`src/design/dpt_pkg.sv`:
```
`timescale 1ns / 1ps
package dpt_pkg;

  localparam int TABLE_DEPTH_DEF = 32;
  localparam int ADDR_W          = 8;
  localparam logic [7:0] NO_HIT_VALUE = 8'hFF;

  typedef enum logic [1:0] {
    OP_MATCH = 2'd0,
    OP_LEARN = 2'd1,
    OP_READ  = 2'd2,
    OP_WRITE = 2'd3
  } opcode_t;

  typedef enum logic [1:0] {
    ST_OK     = 2'd0,
    ST_NO_HIT = 2'd1,
    ST_RANGE  = 2'd2
  } status_t;

  typedef struct packed {
    logic [7:0] id;
    logic       mark;
    logic [7:0] name_num;
    logic [7:0] dtype;
    logic [7:0] zone;
    logic [7:0] code_low;
    logic [7:0] code_mid;
    logic [7:0] code_high;
  } entry_t;

  typedef struct packed {
    logic              en;
    logic [ADDR_W-1:0] addr;
    entry_t            data;
  } store_wr_t;

  typedef struct packed {
    logic              en;
    logic [ADDR_W-1:0] addr;
  } store_rd_t;

endpackage

```
`src/design/dpt_if.sv`:
```
`timescale 1ns / 1ps
interface dpt_in_if;
  logic       valid;
  logic       ready;
  logic [1:0] opcode;
  logic [7:0] table_index;
  logic [7:0] entry_id;
  logic       entry_mark;
  logic [7:0] name_number;
  logic [7:0] detector_type;
  logic [7:0] zone_kind;
  logic [7:0] code_low;
  logic [7:0] code_mid;
  logic [7:0] code_high;

  modport source (
    output valid, opcode, table_index, entry_id, entry_mark, name_number,
           detector_type, zone_kind, code_low, code_mid, code_high,
    input  ready
  );
  modport sink (
    input  valid, opcode, table_index, entry_id, entry_mark, name_number,
           detector_type, zone_kind, code_low, code_mid, code_high,
    output ready
  );
endinterface

interface dpt_out_if;
  logic       valid;
  logic       ready;
  logic [1:0] status;
  logic [7:0] result_value;
  logic [7:0] out_id;
  logic       out_mark;
  logic [7:0] out_name_number;
  logic [7:0] out_detector_type;
  logic [7:0] out_zone_kind;
  logic [7:0] out_code_low;
  logic [7:0] out_code_mid;
  logic [7:0] out_code_high;

  modport source (
    output valid, status, result_value, out_id, out_mark, out_name_number,
           out_detector_type, out_zone_kind, out_code_low, out_code_mid,
           out_code_high,
    input  ready
  );
  modport sink (
    input  valid, status, result_value, out_id, out_mark, out_name_number,
           out_detector_type, out_zone_kind, out_code_low, out_code_mid,
           out_code_high,
    output ready
  );
endinterface

```
`src/design/detector_pairing_table.sv`:
```
`timescale 1ns / 1ps
// Pairing table for wireless detectors: TABLE_DEPTH entries, each with id, mark,
// name number, detector type, zone type and a three-byte radio code, all zero
// after reset (per-entry valid bits, no clearing pass). Match and learn sweep
// the single read port of the table one entry per cycle; read makes a single
// table access and write goes straight to its finish state. One operation is
// in flight at a time; a finished result sits in the output register, so a
// new item is taken while it waits.
module detector_pairing_table #(
  parameter int TABLE_DEPTH = dpt_pkg::TABLE_DEPTH_DEF
) (
  input  logic      clk,
  input  logic      rst_n,
  dpt_in_if.sink    in_chan,
  dpt_out_if.source out_chan
);
  import dpt_pkg::*;

  localparam int IDX_W = (TABLE_DEPTH > 1) ? $clog2(TABLE_DEPTH) : 1;
  localparam int CNT_W = $clog2(TABLE_DEPTH + 1);
  localparam logic [CNT_W-1:0] LAST_CNT = CNT_W'(TABLE_DEPTH);
  localparam logic [7:0]       DEPTH8   = 8'(TABLE_DEPTH);

  typedef enum logic [3:0] {
    S_IDLE   = 4'b0001,
    S_SCAN   = 4'b0010,
    S_RDREQ  = 4'b0100,
    S_FINISH = 4'b1000
  } state_t;

  state_t           state_r, state_nxt;
  logic             out_vld_r, out_vld_nxt;
  opcode_t          op_r;
  logic [7:0]       idx_r;
  entry_t           item_r;
  logic [CNT_W-1:0] cnt_r;
  logic             chk_vld_r;
  logic [IDX_W-1:0] chk_idx_r;
  logic             hit_found_r;
  logic [IDX_W-1:0] hit_idx_r;
  logic [7:0]       hit_id_r;
  logic             free_found_r;
  logic [IDX_W-1:0] free_idx_r;
  status_t          status_r;
  logic [7:0]       result_r;
  entry_t           out_entry_r;

  logic      accept;
  logic      in_range;
  logic      finish_go;
  logic      is_hit;
  store_wr_t wr;
  store_rd_t rd;
  entry_t    rd_data;
  status_t   res_status;
  logic [7:0] res_value;
  entry_t    res_entry;

  dpt_store #(
    .DEPTH (TABLE_DEPTH),
    .IDX_W (IDX_W)
  ) u_store (
    .clk     (clk),
    .rst_n   (rst_n),
    .wr      (wr),
    .rd      (rd),
    .rd_data (rd_data)
  );

  assign in_chan.ready = (state_r == S_IDLE);
  assign accept        = in_chan.valid && in_chan.ready;
  assign in_range      = (idx_r < DEPTH8);
  assign finish_go     = (state_r == S_FINISH) && (!out_vld_r || out_chan.ready);
  assign is_hit        = rd_data.mark && (rd_data.code_mid == item_r.code_mid)
                         && (rd_data.code_high == item_r.code_high);

  always_comb begin
    rd.en   = 1'b0;
    rd.addr = idx_r;
    if (state_r == S_SCAN) begin
      rd.en   = (cnt_r != LAST_CNT);
      rd.addr = ADDR_W'(cnt_r);
    end else if (state_r == S_RDREQ) begin
      rd.en = in_range;
    end
  end

  // Result and table update for the operation being retired.
  always_comb begin
    res_status = ST_OK;
    res_value  = '0;
    res_entry  = '0;
    wr.en      = 1'b0;
    wr.addr    = idx_r;
    wr.data    = item_r;
    unique case (op_r)
      OP_MATCH: begin
        if (hit_found_r) begin
          res_value = hit_id_r;
        end else begin
          res_status = ST_NO_HIT;
          res_value  = NO_HIT_VALUE;
        end
      end
      OP_LEARN: begin
        if (hit_found_r) begin
          res_value = 8'(hit_idx_r);
        end else if (free_found_r) begin
          res_value        = 8'(free_idx_r);
          wr.en            = finish_go;
          wr.addr          = 8'(free_idx_r);
          wr.data.id       = 8'(free_idx_r) + 8'd1;
          wr.data.name_num = 8'(free_idx_r) + 8'd1;
          wr.data.mark     = 1'b1;
        end else begin
          res_status = ST_NO_HIT;
          res_value  = NO_HIT_VALUE;
        end
      end
      OP_READ: begin
        if (in_range) begin
          res_entry = rd_data;
        end else begin
          res_status = ST_RANGE;
        end
      end
      OP_WRITE: begin
        if (in_range) begin
          wr.en = finish_go;
        end else begin
          res_status = ST_RANGE;
        end
      end
      default: begin
        res_status = ST_OK;
      end
    endcase
  end

  always_comb begin
    state_nxt   = state_r;
    out_vld_nxt = out_vld_r && !out_chan.ready;
    unique case (state_r)
      S_IDLE: begin
        if (accept) begin
          unique case (opcode_t'(in_chan.opcode)) inside
            OP_MATCH, OP_LEARN: state_nxt = S_SCAN;
            OP_READ:            state_nxt = S_RDREQ;
            default:            state_nxt = S_FINISH;
          endcase
        end
      end
      S_SCAN: begin
        if (cnt_r == LAST_CNT) begin
          state_nxt = S_FINISH;
        end
      end
      S_RDREQ: begin
        state_nxt = S_FINISH;
      end
      S_FINISH: begin
        if (finish_go) begin
          state_nxt   = S_IDLE;
          out_vld_nxt = 1'b1;
        end
      end
      default: begin
        state_nxt = S_IDLE;
      end
    endcase
  end

  always_ff @(posedge clk) begin
    if (!rst_n) begin
      state_r   <= S_IDLE;
      out_vld_r <= 1'b0;
    end else begin
      state_r   <= state_nxt;
      out_vld_r <= out_vld_nxt;
    end
  end

  always_ff @(posedge clk) begin
    if (accept) begin
      op_r         <= opcode_t'(in_chan.opcode);
      idx_r        <= in_chan.table_index;
      item_r       <= '{id: in_chan.entry_id, mark: in_chan.entry_mark,
                        name_num: in_chan.name_number, dtype: in_chan.detector_type,
                        zone: in_chan.zone_kind, code_low: in_chan.code_low,
                        code_mid: in_chan.code_mid, code_high: in_chan.code_high};
      cnt_r        <= '0;
      chk_vld_r    <= 1'b0;
      hit_found_r  <= 1'b0;
      free_found_r <= 1'b0;
    end else if (state_r == S_SCAN) begin
      // Read data arrives in the cycle after its address; tag it with its index.
      chk_vld_r <= (cnt_r != LAST_CNT);
      chk_idx_r <= cnt_r[IDX_W-1:0];
      if (cnt_r != LAST_CNT) begin
        cnt_r <= cnt_r + 1'b1;
      end
      if (chk_vld_r && is_hit && !hit_found_r) begin
        hit_found_r <= 1'b1;
        hit_idx_r   <= chk_idx_r;
        hit_id_r    <= rd_data.id;
      end
      if (chk_vld_r && !rd_data.mark && !free_found_r) begin
        free_found_r <= 1'b1;
        free_idx_r   <= chk_idx_r;
      end
    end
  end

  always_ff @(posedge clk) begin
    if (finish_go) begin
      status_r    <= res_status;
      result_r    <= res_value;
      out_entry_r <= res_entry;
    end
  end

  assign out_chan.valid             = out_vld_r;
  assign out_chan.status            = status_r;
  assign out_chan.result_value      = result_r;
  assign out_chan.out_id            = out_entry_r.id;
  assign out_chan.out_mark          = out_entry_r.mark;
  assign out_chan.out_name_number   = out_entry_r.name_num;
  assign out_chan.out_detector_type = out_entry_r.dtype;
  assign out_chan.out_zone_kind     = out_entry_r.zone;
  assign out_chan.out_code_low      = out_entry_r.code_low;
  assign out_chan.out_code_mid      = out_entry_r.code_mid;
  assign out_chan.out_code_high     = out_entry_r.code_high;

endmodule

```
`src/design/dpt_store.sv`:
```
`timescale 1ns / 1ps
module dpt_store #(
  parameter int DEPTH = dpt_pkg::TABLE_DEPTH_DEF,
  parameter int IDX_W = $clog2(dpt_pkg::TABLE_DEPTH_DEF)
) (
  input  logic              clk,
  input  logic              rst_n,
  input  dpt_pkg::store_wr_t wr,
  input  dpt_pkg::store_rd_t rd,
  output dpt_pkg::entry_t    rd_data
);
  import dpt_pkg::*;

  entry_t           mem_r [DEPTH];
  logic [DEPTH-1:0] vld_r;
  entry_t           rd_q_r;
  logic             rd_vld_r;
  logic [IDX_W-1:0] wa;
  logic [IDX_W-1:0] ra;

  assign wa = wr.addr[IDX_W-1:0];
  assign ra = rd.addr[IDX_W-1:0];

  always_ff @(posedge clk) begin
    if (wr.en) begin
      mem_r[wa] <= wr.data;
    end
    if (rd.en) begin
      rd_q_r <= mem_r[ra];
    end
  end

  // An entry never written since reset reads as all zero.
  always_ff @(posedge clk) begin
    if (!rst_n) begin
      vld_r    <= '0;
      rd_vld_r <= 1'b0;
    end else begin
      if (wr.en) begin
        vld_r[wa] <= 1'b1;
      end
      if (rd.en) begin
        rd_vld_r <= vld_r[ra];
      end
    end
  end

  assign rd_data = rd_vld_r ? rd_q_r : '0;

endmodule

```
`src/flat_wrapper.sv`:
```
// flat-port wrapper written by rule: the top's interface ports become plain ports
module detector_pairing_table_flat import dpt_pkg::*;
#(
  parameter int TABLE_DEPTH = dpt_pkg::TABLE_DEPTH_DEF
)
  (clk, rst_n, in_chan_valid, in_chan_opcode, in_chan_table_index, in_chan_entry_id, in_chan_entry_mark, in_chan_name_number, in_chan_detector_type, in_chan_zone_kind, in_chan_code_low, in_chan_code_mid, in_chan_code_high, in_chan_ready, out_chan_valid, out_chan_status, out_chan_result_value, out_chan_out_id, out_chan_out_mark, out_chan_out_name_number, out_chan_out_detector_type, out_chan_out_zone_kind, out_chan_out_code_low, out_chan_out_code_mid, out_chan_out_code_high, out_chan_ready);
  dpt_in_if in_chan_i ();
  dpt_out_if out_chan_i ();
  input  logic clk;
  input  logic rst_n;
  input wire logic [$bits(in_chan_i.valid)-1:0] in_chan_valid;
  input wire logic [$bits(in_chan_i.opcode)-1:0] in_chan_opcode;
  input wire logic [$bits(in_chan_i.table_index)-1:0] in_chan_table_index;
  input wire logic [$bits(in_chan_i.entry_id)-1:0] in_chan_entry_id;
  input wire logic [$bits(in_chan_i.entry_mark)-1:0] in_chan_entry_mark;
  input wire logic [$bits(in_chan_i.name_number)-1:0] in_chan_name_number;
  input wire logic [$bits(in_chan_i.detector_type)-1:0] in_chan_detector_type;
  input wire logic [$bits(in_chan_i.zone_kind)-1:0] in_chan_zone_kind;
  input wire logic [$bits(in_chan_i.code_low)-1:0] in_chan_code_low;
  input wire logic [$bits(in_chan_i.code_mid)-1:0] in_chan_code_mid;
  input wire logic [$bits(in_chan_i.code_high)-1:0] in_chan_code_high;
  output wire logic [$bits(in_chan_i.ready)-1:0] in_chan_ready;
  output wire logic [$bits(out_chan_i.valid)-1:0] out_chan_valid;
  output wire logic [$bits(out_chan_i.status)-1:0] out_chan_status;
  output wire logic [$bits(out_chan_i.result_value)-1:0] out_chan_result_value;
  output wire logic [$bits(out_chan_i.out_id)-1:0] out_chan_out_id;
  output wire logic [$bits(out_chan_i.out_mark)-1:0] out_chan_out_mark;
  output wire logic [$bits(out_chan_i.out_name_number)-1:0] out_chan_out_name_number;
  output wire logic [$bits(out_chan_i.out_detector_type)-1:0] out_chan_out_detector_type;
  output wire logic [$bits(out_chan_i.out_zone_kind)-1:0] out_chan_out_zone_kind;
  output wire logic [$bits(out_chan_i.out_code_low)-1:0] out_chan_out_code_low;
  output wire logic [$bits(out_chan_i.out_code_mid)-1:0] out_chan_out_code_mid;
  output wire logic [$bits(out_chan_i.out_code_high)-1:0] out_chan_out_code_high;
  input wire logic [$bits(out_chan_i.ready)-1:0] out_chan_ready;
  assign in_chan_i.valid = in_chan_valid;
  assign in_chan_i.opcode = in_chan_opcode;
  assign in_chan_i.table_index = in_chan_table_index;
  assign in_chan_i.entry_id = in_chan_entry_id;
  assign in_chan_i.entry_mark = in_chan_entry_mark;
  assign in_chan_i.name_number = in_chan_name_number;
  assign in_chan_i.detector_type = in_chan_detector_type;
  assign in_chan_i.zone_kind = in_chan_zone_kind;
  assign in_chan_i.code_low = in_chan_code_low;
  assign in_chan_i.code_mid = in_chan_code_mid;
  assign in_chan_i.code_high = in_chan_code_high;
  assign in_chan_ready = in_chan_i.ready;
  assign out_chan_valid = out_chan_i.valid;
  assign out_chan_status = out_chan_i.status;
  assign out_chan_result_value = out_chan_i.result_value;
  assign out_chan_out_id = out_chan_i.out_id;
  assign out_chan_out_mark = out_chan_i.out_mark;
  assign out_chan_out_name_number = out_chan_i.out_name_number;
  assign out_chan_out_detector_type = out_chan_i.out_detector_type;
  assign out_chan_out_zone_kind = out_chan_i.out_zone_kind;
  assign out_chan_out_code_low = out_chan_i.out_code_low;
  assign out_chan_out_code_mid = out_chan_i.out_code_mid;
  assign out_chan_out_code_high = out_chan_i.out_code_high;
  assign out_chan_i.ready = out_chan_ready;
  detector_pairing_table #(.TABLE_DEPTH(TABLE_DEPTH)) u_core (.clk(clk), .rst_n(rst_n), .in_chan(in_chan_i), .out_chan(out_chan_i));
endmodule
```
`config.mk`:
```
export PLATFORM = sky130hd
export DESIGN_NAME = detector_pairing_table_flat
export DESIGN_NICKNAME = d
export VERILOG_FILES = /design/src/design/dpt_pkg.sv /design/src/design/dpt_if.sv /design/src/design/detector_pairing_table.sv /design/src/design/dpt_store.sv /design/src/flat_wrapper.sv
export SDC_FILE = /design/constraint.sdc
export NUM_CORES = 2
export LEC_CHECK = 0
export BUFFER_PORTS_ARGS = -buffer_cell sky130_fd_sc_hd__buf_2
export CORE_UTILIZATION = 40
export CTS_BUF_LIST = sky130_fd_sc_hd__clkbuf_2 sky130_fd_sc_hd__clkbuf_4 sky130_fd_sc_hd__clkbuf_8
export DETAILED_ROUTE_END_ITERATION = 8
export GPL_ROUTABILITY_DRIVEN = 0
export MAX_ROUTING_LAYER = met4
export PLACE_DENSITY = 0.6
export SYNTH_ARGS = -nofsm -noshare
export SYNTH_HDL_FRONTEND = slang
export SYNTH_SLANG_ARGS = --single-unit
```
`constraint.sdc`:
```
create_clock -name clk -period 8.2 [get_ports clk]
set_clock_uncertainty 0.2 [all_clocks]
set_input_delay 1.23 -clock clk [delete_from_list [all_inputs] [get_ports clk]]
set_output_delay 1.23 -clock clk [all_outputs]
set_load 0.02 [all_outputs]
```
# Word level (Yosys, flattened, before mapping)
# Memories as Yosys holds them, arrays and structs flattened. A register that Yosys moved wholly into a read port is not among the register bits.
# Index checks and enable logic that the tools add are counted.
[op_classes] n_addsub=2 magnitude_cmp=4 eq_ne=16 mux=31 n_bitwise=2 n_reduce_logical=29
[ops] op="57-bit two-way mux" count=1
[ops] op="26-bit two-way mux" count=2
[ops] op="32-bit bitwise OR" count=1
[ops] op="8-bit two-way mux" count=3
[ops] op="22-bit two-way mux" count=1
[ops] op="8-bit == test" count=2
[ops] op="4-bit one-hot mux with 4 select lines" count=1
[ops] op="8-bit one-hot mux with 2 select lines" count=1
[ops] op="5-bit by 6-bit less-than comparator with 1-bit output, second input constant" count=2
[ops] op="4-bit two-way mux" count=3
[ops] op="3-bit AND reduction" count=4
[ops] op="1-bit two-way mux" count=11
[ops] op="1-bit logical AND" count=10
[ops] op="2-bit AND reduction" count=5
[ops] op="8-bit by 6-bit less-than comparator with 1-bit output, second input constant" count=1
[ops] op="4-bit one-hot mux with 2 select lines" count=1
[ops] op="5-bit by 1-bit adder with 6-bit output, second input constant" count=1
[ops] op="6-bit by 1-bit adder with 6-bit output, second input constant" count=1
[ops] op="2-bit == test, second input constant" count=3
[ops] op="6-bit == test, second input constant" count=1
[ops] op="6-bit != test, second input constant" count=1
[ops] op="2-bit one-hot mux with 3 select lines" count=1
[ops] op="1-bit binary-select mux with 5-bit select" count=1
[ops] op="1-bit demux with 5-bit select" count=1
[ops] op="other kinds (16)" count=25
[word_totals] reg_bits=204 ram_bits=1824 input_bits=71 output_inout_bits=69 memories=1
[memory_table] memory="u_core.u_store.mem_r" depth=32 word_bits=57 read_ports=1 rd_ports_with_merged_regs=1 write_ports=1 line_no="dpt_store.sv:14" source="entry_t mem_r [DEPTH];"

# Logic depth before layout (Yosys ltp)
[logic_depth] depth_word=11 ltp_mapped=10 depth_no_buf=7

# By module
# From an unflattened synthesis, not the netlist that was laid out.
[unflattened] cells_unflattened=3310 hier_area_um2=79038.3
[modules_own_cells] module="dpt_store" instances=1 cells_each=2865 area_each_um2=72401.9 seq_area_each_um2=57144.8
[modules_own_cells] module="detector_pairing_table" instances=1 cells_each=445 area_each_um2=6636.4 seq_area_each_um2=4994.8

# Least setup slack after synthesis
# Ideal clock, no wire load.
[synth_timing] path_kind="input -> register" from="in out_chan_ready" to="mem u_core.u_store.mem_r[25][0] (netlist bit) (enable)" setup_time_ns=0.474 t_arrival_ns=7.449 path_slack_ns=0.077 cell_stages=6 path_cell_list="nor2b_1 nor2b_1 nand2_1 a21oi_1 o21ai_1 nor2_1"
[synth_between] elab_chain_len=7
[synth_lines] element="start: declaration" line_no="flat_wrapper.sv:34" source="input wire logic [$bits(out_chan_i.ready)-1:0] out_chan_ready;"
[synth_lines] element="1-bit logical OR (*)" line_no="detector_pairing_table.sv:73" source="assign finish_go = (state_r == S_FINISH) && (!out_vld_r || out_chan.ready);"
[synth_lines] element="1-bit logical AND (*)" line_no="detector_pairing_table.sv:73"
[synth_lines] element="named net u_core.finish_go" line_no="detector_pairing_table.sv:50" source="logic finish_go;"
[synth_lines] element="26-bit two-way mux" line_no="detector_pairing_table.sv:108" source="end else if (free_found_r) begin"
[synth_lines] element="26-bit two-way mux" line_no="detector_pairing_table.sv:106" source="if (hit_found_r) begin"
[synth_lines] element="1-bit one-hot mux with 2 select lines (*)" line_no="detector_pairing_table.sv:96" source="unique case (op_r)"
[synth_lines] element="1-bit two-way mux (*)" line_no="dpt_store.sv:25" source="if (wr.en) begin"
[synth_lines] element="1-bit two-way mux (implied by the code) (*)" line_no="dpt_store.sv:26" source="mem_r[wa] <= wr.data;"
[synth_lines] element="end: declaration" line_no="dpt_store.sv:14"
# The timed path passes the listed nets; every way through them passes the cells marked *.

# Worst setup path in the final report
[layout_timing] from="reg u_core.op_r[0]" to="mem u_core.u_store.mem_r[23][23] (netlist bit) (enable)"
[layout_between] elab_chain_len=4
[layout_lines] element="start: declaration" line_no="detector_pairing_table.sv:33" source="opcode_t op_r;"
[layout_lines] element="start signal: assignment" line_no="detector_pairing_table.sv:185" source="op_r <= opcode_t'(in_chan.opcode);"
[layout_lines] element="2-bit == test or 2-bit by 1-bit == test with 1-bit output (tied branches)" line_no="detector_pairing_table.sv:96"
[layout_lines] element="1-bit one-hot mux with 2 select lines" line_no="detector_pairing_table.sv:96"
[layout_lines] element="1-bit two-way mux" line_no="dpt_store.sv:25"
[layout_lines] element="1-bit two-way mux (implied by the code)" line_no="dpt_store.sv:26"
# Parallel ways exist; a longest one is shown, timed or not.

==> reports/results.ini <==
[outcome]
outcome = finished, final reports clean

[global_routing]
grt_pass1_wl_um = 286000
grt_max_degree = 131
overflow = 0
grt_pass1_vias = 40100
grt_antenna_before_repair = 8
grt.total_usage_pct = 20.7

[routing]
drc = 0
wl_um = 200000
drt-initial-drc-count = 3941
wire_per_inst_um = 28.4
vias = 38800
viasPerCell = 5.51
first_pass_iters = 5
final_antenna_net_count = 0

[timing]
fin_tns_setup_ps = 0
maxClockFrequency_mhz = 195
maxSlewHeadroom_pct = 3.86
min_period_ps = 5130
drv_slew = 0
hold_ws_ps = 145
rsz0062_at_grt = false
fin_crit_sh_pct = 62.6
hold_viol = 0
setup_viol = 0
tightestPinTransition_ps = 1440

[floorplanning]
fp.dieW_um = 446
ios = 140
die_h_um = 446
core_mm2 = 0.196
start_util_pct = 40.4
fp-row-count = 162
dieArea_mm2 = 0.199

[power]
peakVddDrop_v = 0.000216
power_leakage_nw = 28.7
power_frac_seq_pct = 49.0
clkPwrFrac_pct = 33.5
p_int_mw = 19.3
combPwrFrac_pct = 17.5
power_switching_mw = 7.35
powerDensity_mw_per_mm2 = 296
switching_share_pct = 27.5

[finish]
syn_to_final_growth_pct = 14.0
design_area_mm2 = 0.0900
fillCellCount = 16400
drive_gt1_share_pct = 28.8
final_nets = 4240
mostFrequentLayoutCell = edfxtp_1
final_cell_mix = edfxtp_1, mux4_2, nand2_1, clkbuf_8, buf_2

[worst_setup_path]
max_stage_delay_ps = 810
crit_buf_inv = 1
path_cells = nand2_1 -> or3_1 -> a21oi_1 -> nand2_1 -> nor2_4 -> buf_4
criticalPathCategory = register to register
worstPathMaxFanout = 43
crit_family = simple AND/OR/NAND/NOR gates
slowest_stage = buf_4
cp-end-kind = register
cp-start-kind = register
crit_top_cell = nand2_1
cp.required_ps = 8640
arrival_ps = 5570

[clock_network]
cts_tree = yes
cts_sinks = 2085
hold_buffers = 0
cts_made_buffers = 355
root_buffer = clkbuf_8
clk_latency_ps = 1070
cts_setup_buffers = 0
cts-resized-gates = 0
path_clk_slew_ps = 60
htreeDepth = 5
clock_path_buffers = 4

[logic_synthesis]
synth-edff-count = 2038
ys_seq_elements = 2085
synth_ff_type = edfxtp_1
synth_nets = 3841
ys_types = 51
avgSynthCellArea_um2 = 21.0
synth_area_mm2 = 0.0790
yosysSeqAreaShare_pct = 78.7
postSynth.asyncResetShare_pct = 0
syn-instance-count = 3767
ys.warnings.count = 0

[flow_run]
cap_violations = 0

[place]
placed_area_mm2 = 0.0834
dp_hpwl_um = 105000
port-buffer-count = 139

[worst_hold_path]
hold_path.class = input port to register

layer usage:
| metal | GRT usage (%) | share of wire, % |
|---|---|---|
| met1 | 27.3 | 41 |
| met5 | - | 0 |
| met2 | 32.7 | 49 |
| met3 | 3.88 | 6.7 |
| met4 | 6.82 | 2.9 |
sequential cells by signal, summed over array words and instances, names as in the netlist, 2 cells and up:
signal and flops:
u_core.out_chan.out_code_high 8, u_core.out_chan.out_code_low 8, u_core.free_idx_r 5, u_core.op_r 2, u_core.idx_r 8, u_core.out_chan.out_name_number 8, u_core.u_store.rd_q_r 57, u_core.u_store.vld_r 32
u_core.out_chan.out_code_mid 8, u_core.item_r 57, u_core.hit_id_r 8, u_core.out_chan.result_value 8, u_core.out_chan.out_detector_type 8, u_core.out_chan.out_id 8, u_core.out_chan.out_zone_kind 8, u_core.cnt_r 6
u_core.out_chan.status 2, u_core.chk_idx_r 5, u_core.state_r 4, u_core.hit_idx_r 5, u_core.u_store.mem_r 1824
worst paths after layout:
path	startpoint	end	slack, ps	cells past startpoint
worst max-delay path	u_core.op_r[0]$_DFFE_PP_	u_core.u_store.mem_r[23][23]$_DFFE_PP_	3070	6
worst min-delay path	in_chan_detector_type[4]	u_core.item_r[36]$_DFFE_PP_	150	1
worst max register to register	u_core.op_r[0]$_DFFE_PP_	u_core.u_store.mem_r[23][23]$_DFFE_PP_	3070	6
worst min register to register	u_core.chk_idx_r[4]$_DFFE_PP_	u_core.free_idx_r[4]$_DFFE_PP_	250	0
cells by family (layout without fill, tap and decap cells):
| family | Yosys count | count (layout) | share of synthesized area, % |
|---|---|---|---|
| other cells | 0 | 6 | 0 |
| compound gates | 166 | 166 | 1.59 |
| mux | 529 | 529 | 13.9 |
| fa+ha+maj | 3 | 3 | 0.0475 |
| xor+xnor | 15 | 15 | 0.166 |
| flops | 2085 | 2085 | 78.7 |
| simple gates | 764 | 764 | 4.45 |
| buf+inv | 205 | 857 | 1.10 |
synthesized netlist by cell type (2+ instances only):
cell,count,area [µm²]
dfxtp_1,47,941
a211oi_1,7,52.6
a41oi_1,2,17.5
a22o_1,3,26.3
and3_1,58,363
nand4b_1,2,17.5
nor2_1,52,195
inv_1,8,30.0
buf_2,78,390
mux2_2,4,45.0
o21ai_0,16,80.1
nor2b_1,5,31.3
ha_1,3,37.5
or3_1,4,25.0
a21o_1,4,30.0
o21ai_1,3,15.0
a22oi_1,9,67.6
nand2_1,406,1520
xor2_1,5,43.8
o21a_1,39,293
nand3_1,125,626
and2_1,72,450
a32oi_1,59,517
clkbuf_1,91,342
buf_1,28,105
a21oi_1,13,65.1
nand3b_1,9,67.6
mux2i_1,69,691
nor3b_1,7,52.6
nand4_1,7,43.8
a2bb2oi_1,2,17.5
nor3_1,10,50.1
xnor2_1,10,87.6
edfxtp_1,2038,61200
mux4_2,456,10300
final cells by class:
class,instances,area [µm²],area share [%]
Antenna cell,6,15.0,0.0167
Inverter,8,30.0,0.0334
Multi-Input combinational cell,1477,16300,18.1
Clock buffer,487,5950,6.61
Tap cell,2624,3280,3.65
Timing Repair Buffer,239,1620,1.80
Clock inverter,123,694,0.771
Sequential cell,2085,62100,69.0
worst reg2reg max path: cells and delay by family (launching register included):
| kind | cells | cell delay [ps] |
|---|---|---|
| AND/OR/NAND/NOR | 4 | 2440 |
| flip-flops | 1 | 630 |
| buffers and inverters | 1 | 810 |
| AO/OA/AOI/OAI | 1 | 650 |
through the flow:
| stage | utilization (%) | setup WS [ps] | total power, mW | cells |
|---|---|---|---|---|
| detailed placement | 42.6 | 2760 | 18.0 | 6433 |
| finish | 46.0 | 3070 | 26.7 | 7049 |
| global route | 46.0 | 2790 | 27.7 | 7047 |
| CTS | 46.0 | 3080 | 27.0 | 7043 |
| global placement | 42.6 | 2770 | 18.0 | 6433 |
| floorplan | - | 77.0 | 16.3 | 3767 |
power by group through the flow:
stage / Clock (mW) / Sequential [mW] / Combinational [mW]
after floorplan: 0 / 13.1 / 3.17
after global placement: 0 / 13.3 / 4.73
after detailed placement: 0 / 13.3 / 4.76
after CTS: 9.13 / 13.1 / 4.77
after global routing: 9.56 / 13.1 / 5.04
final: 8.94 / 13.1 / 4.67
No activity file was read; power rests on OpenSTA's default activity.
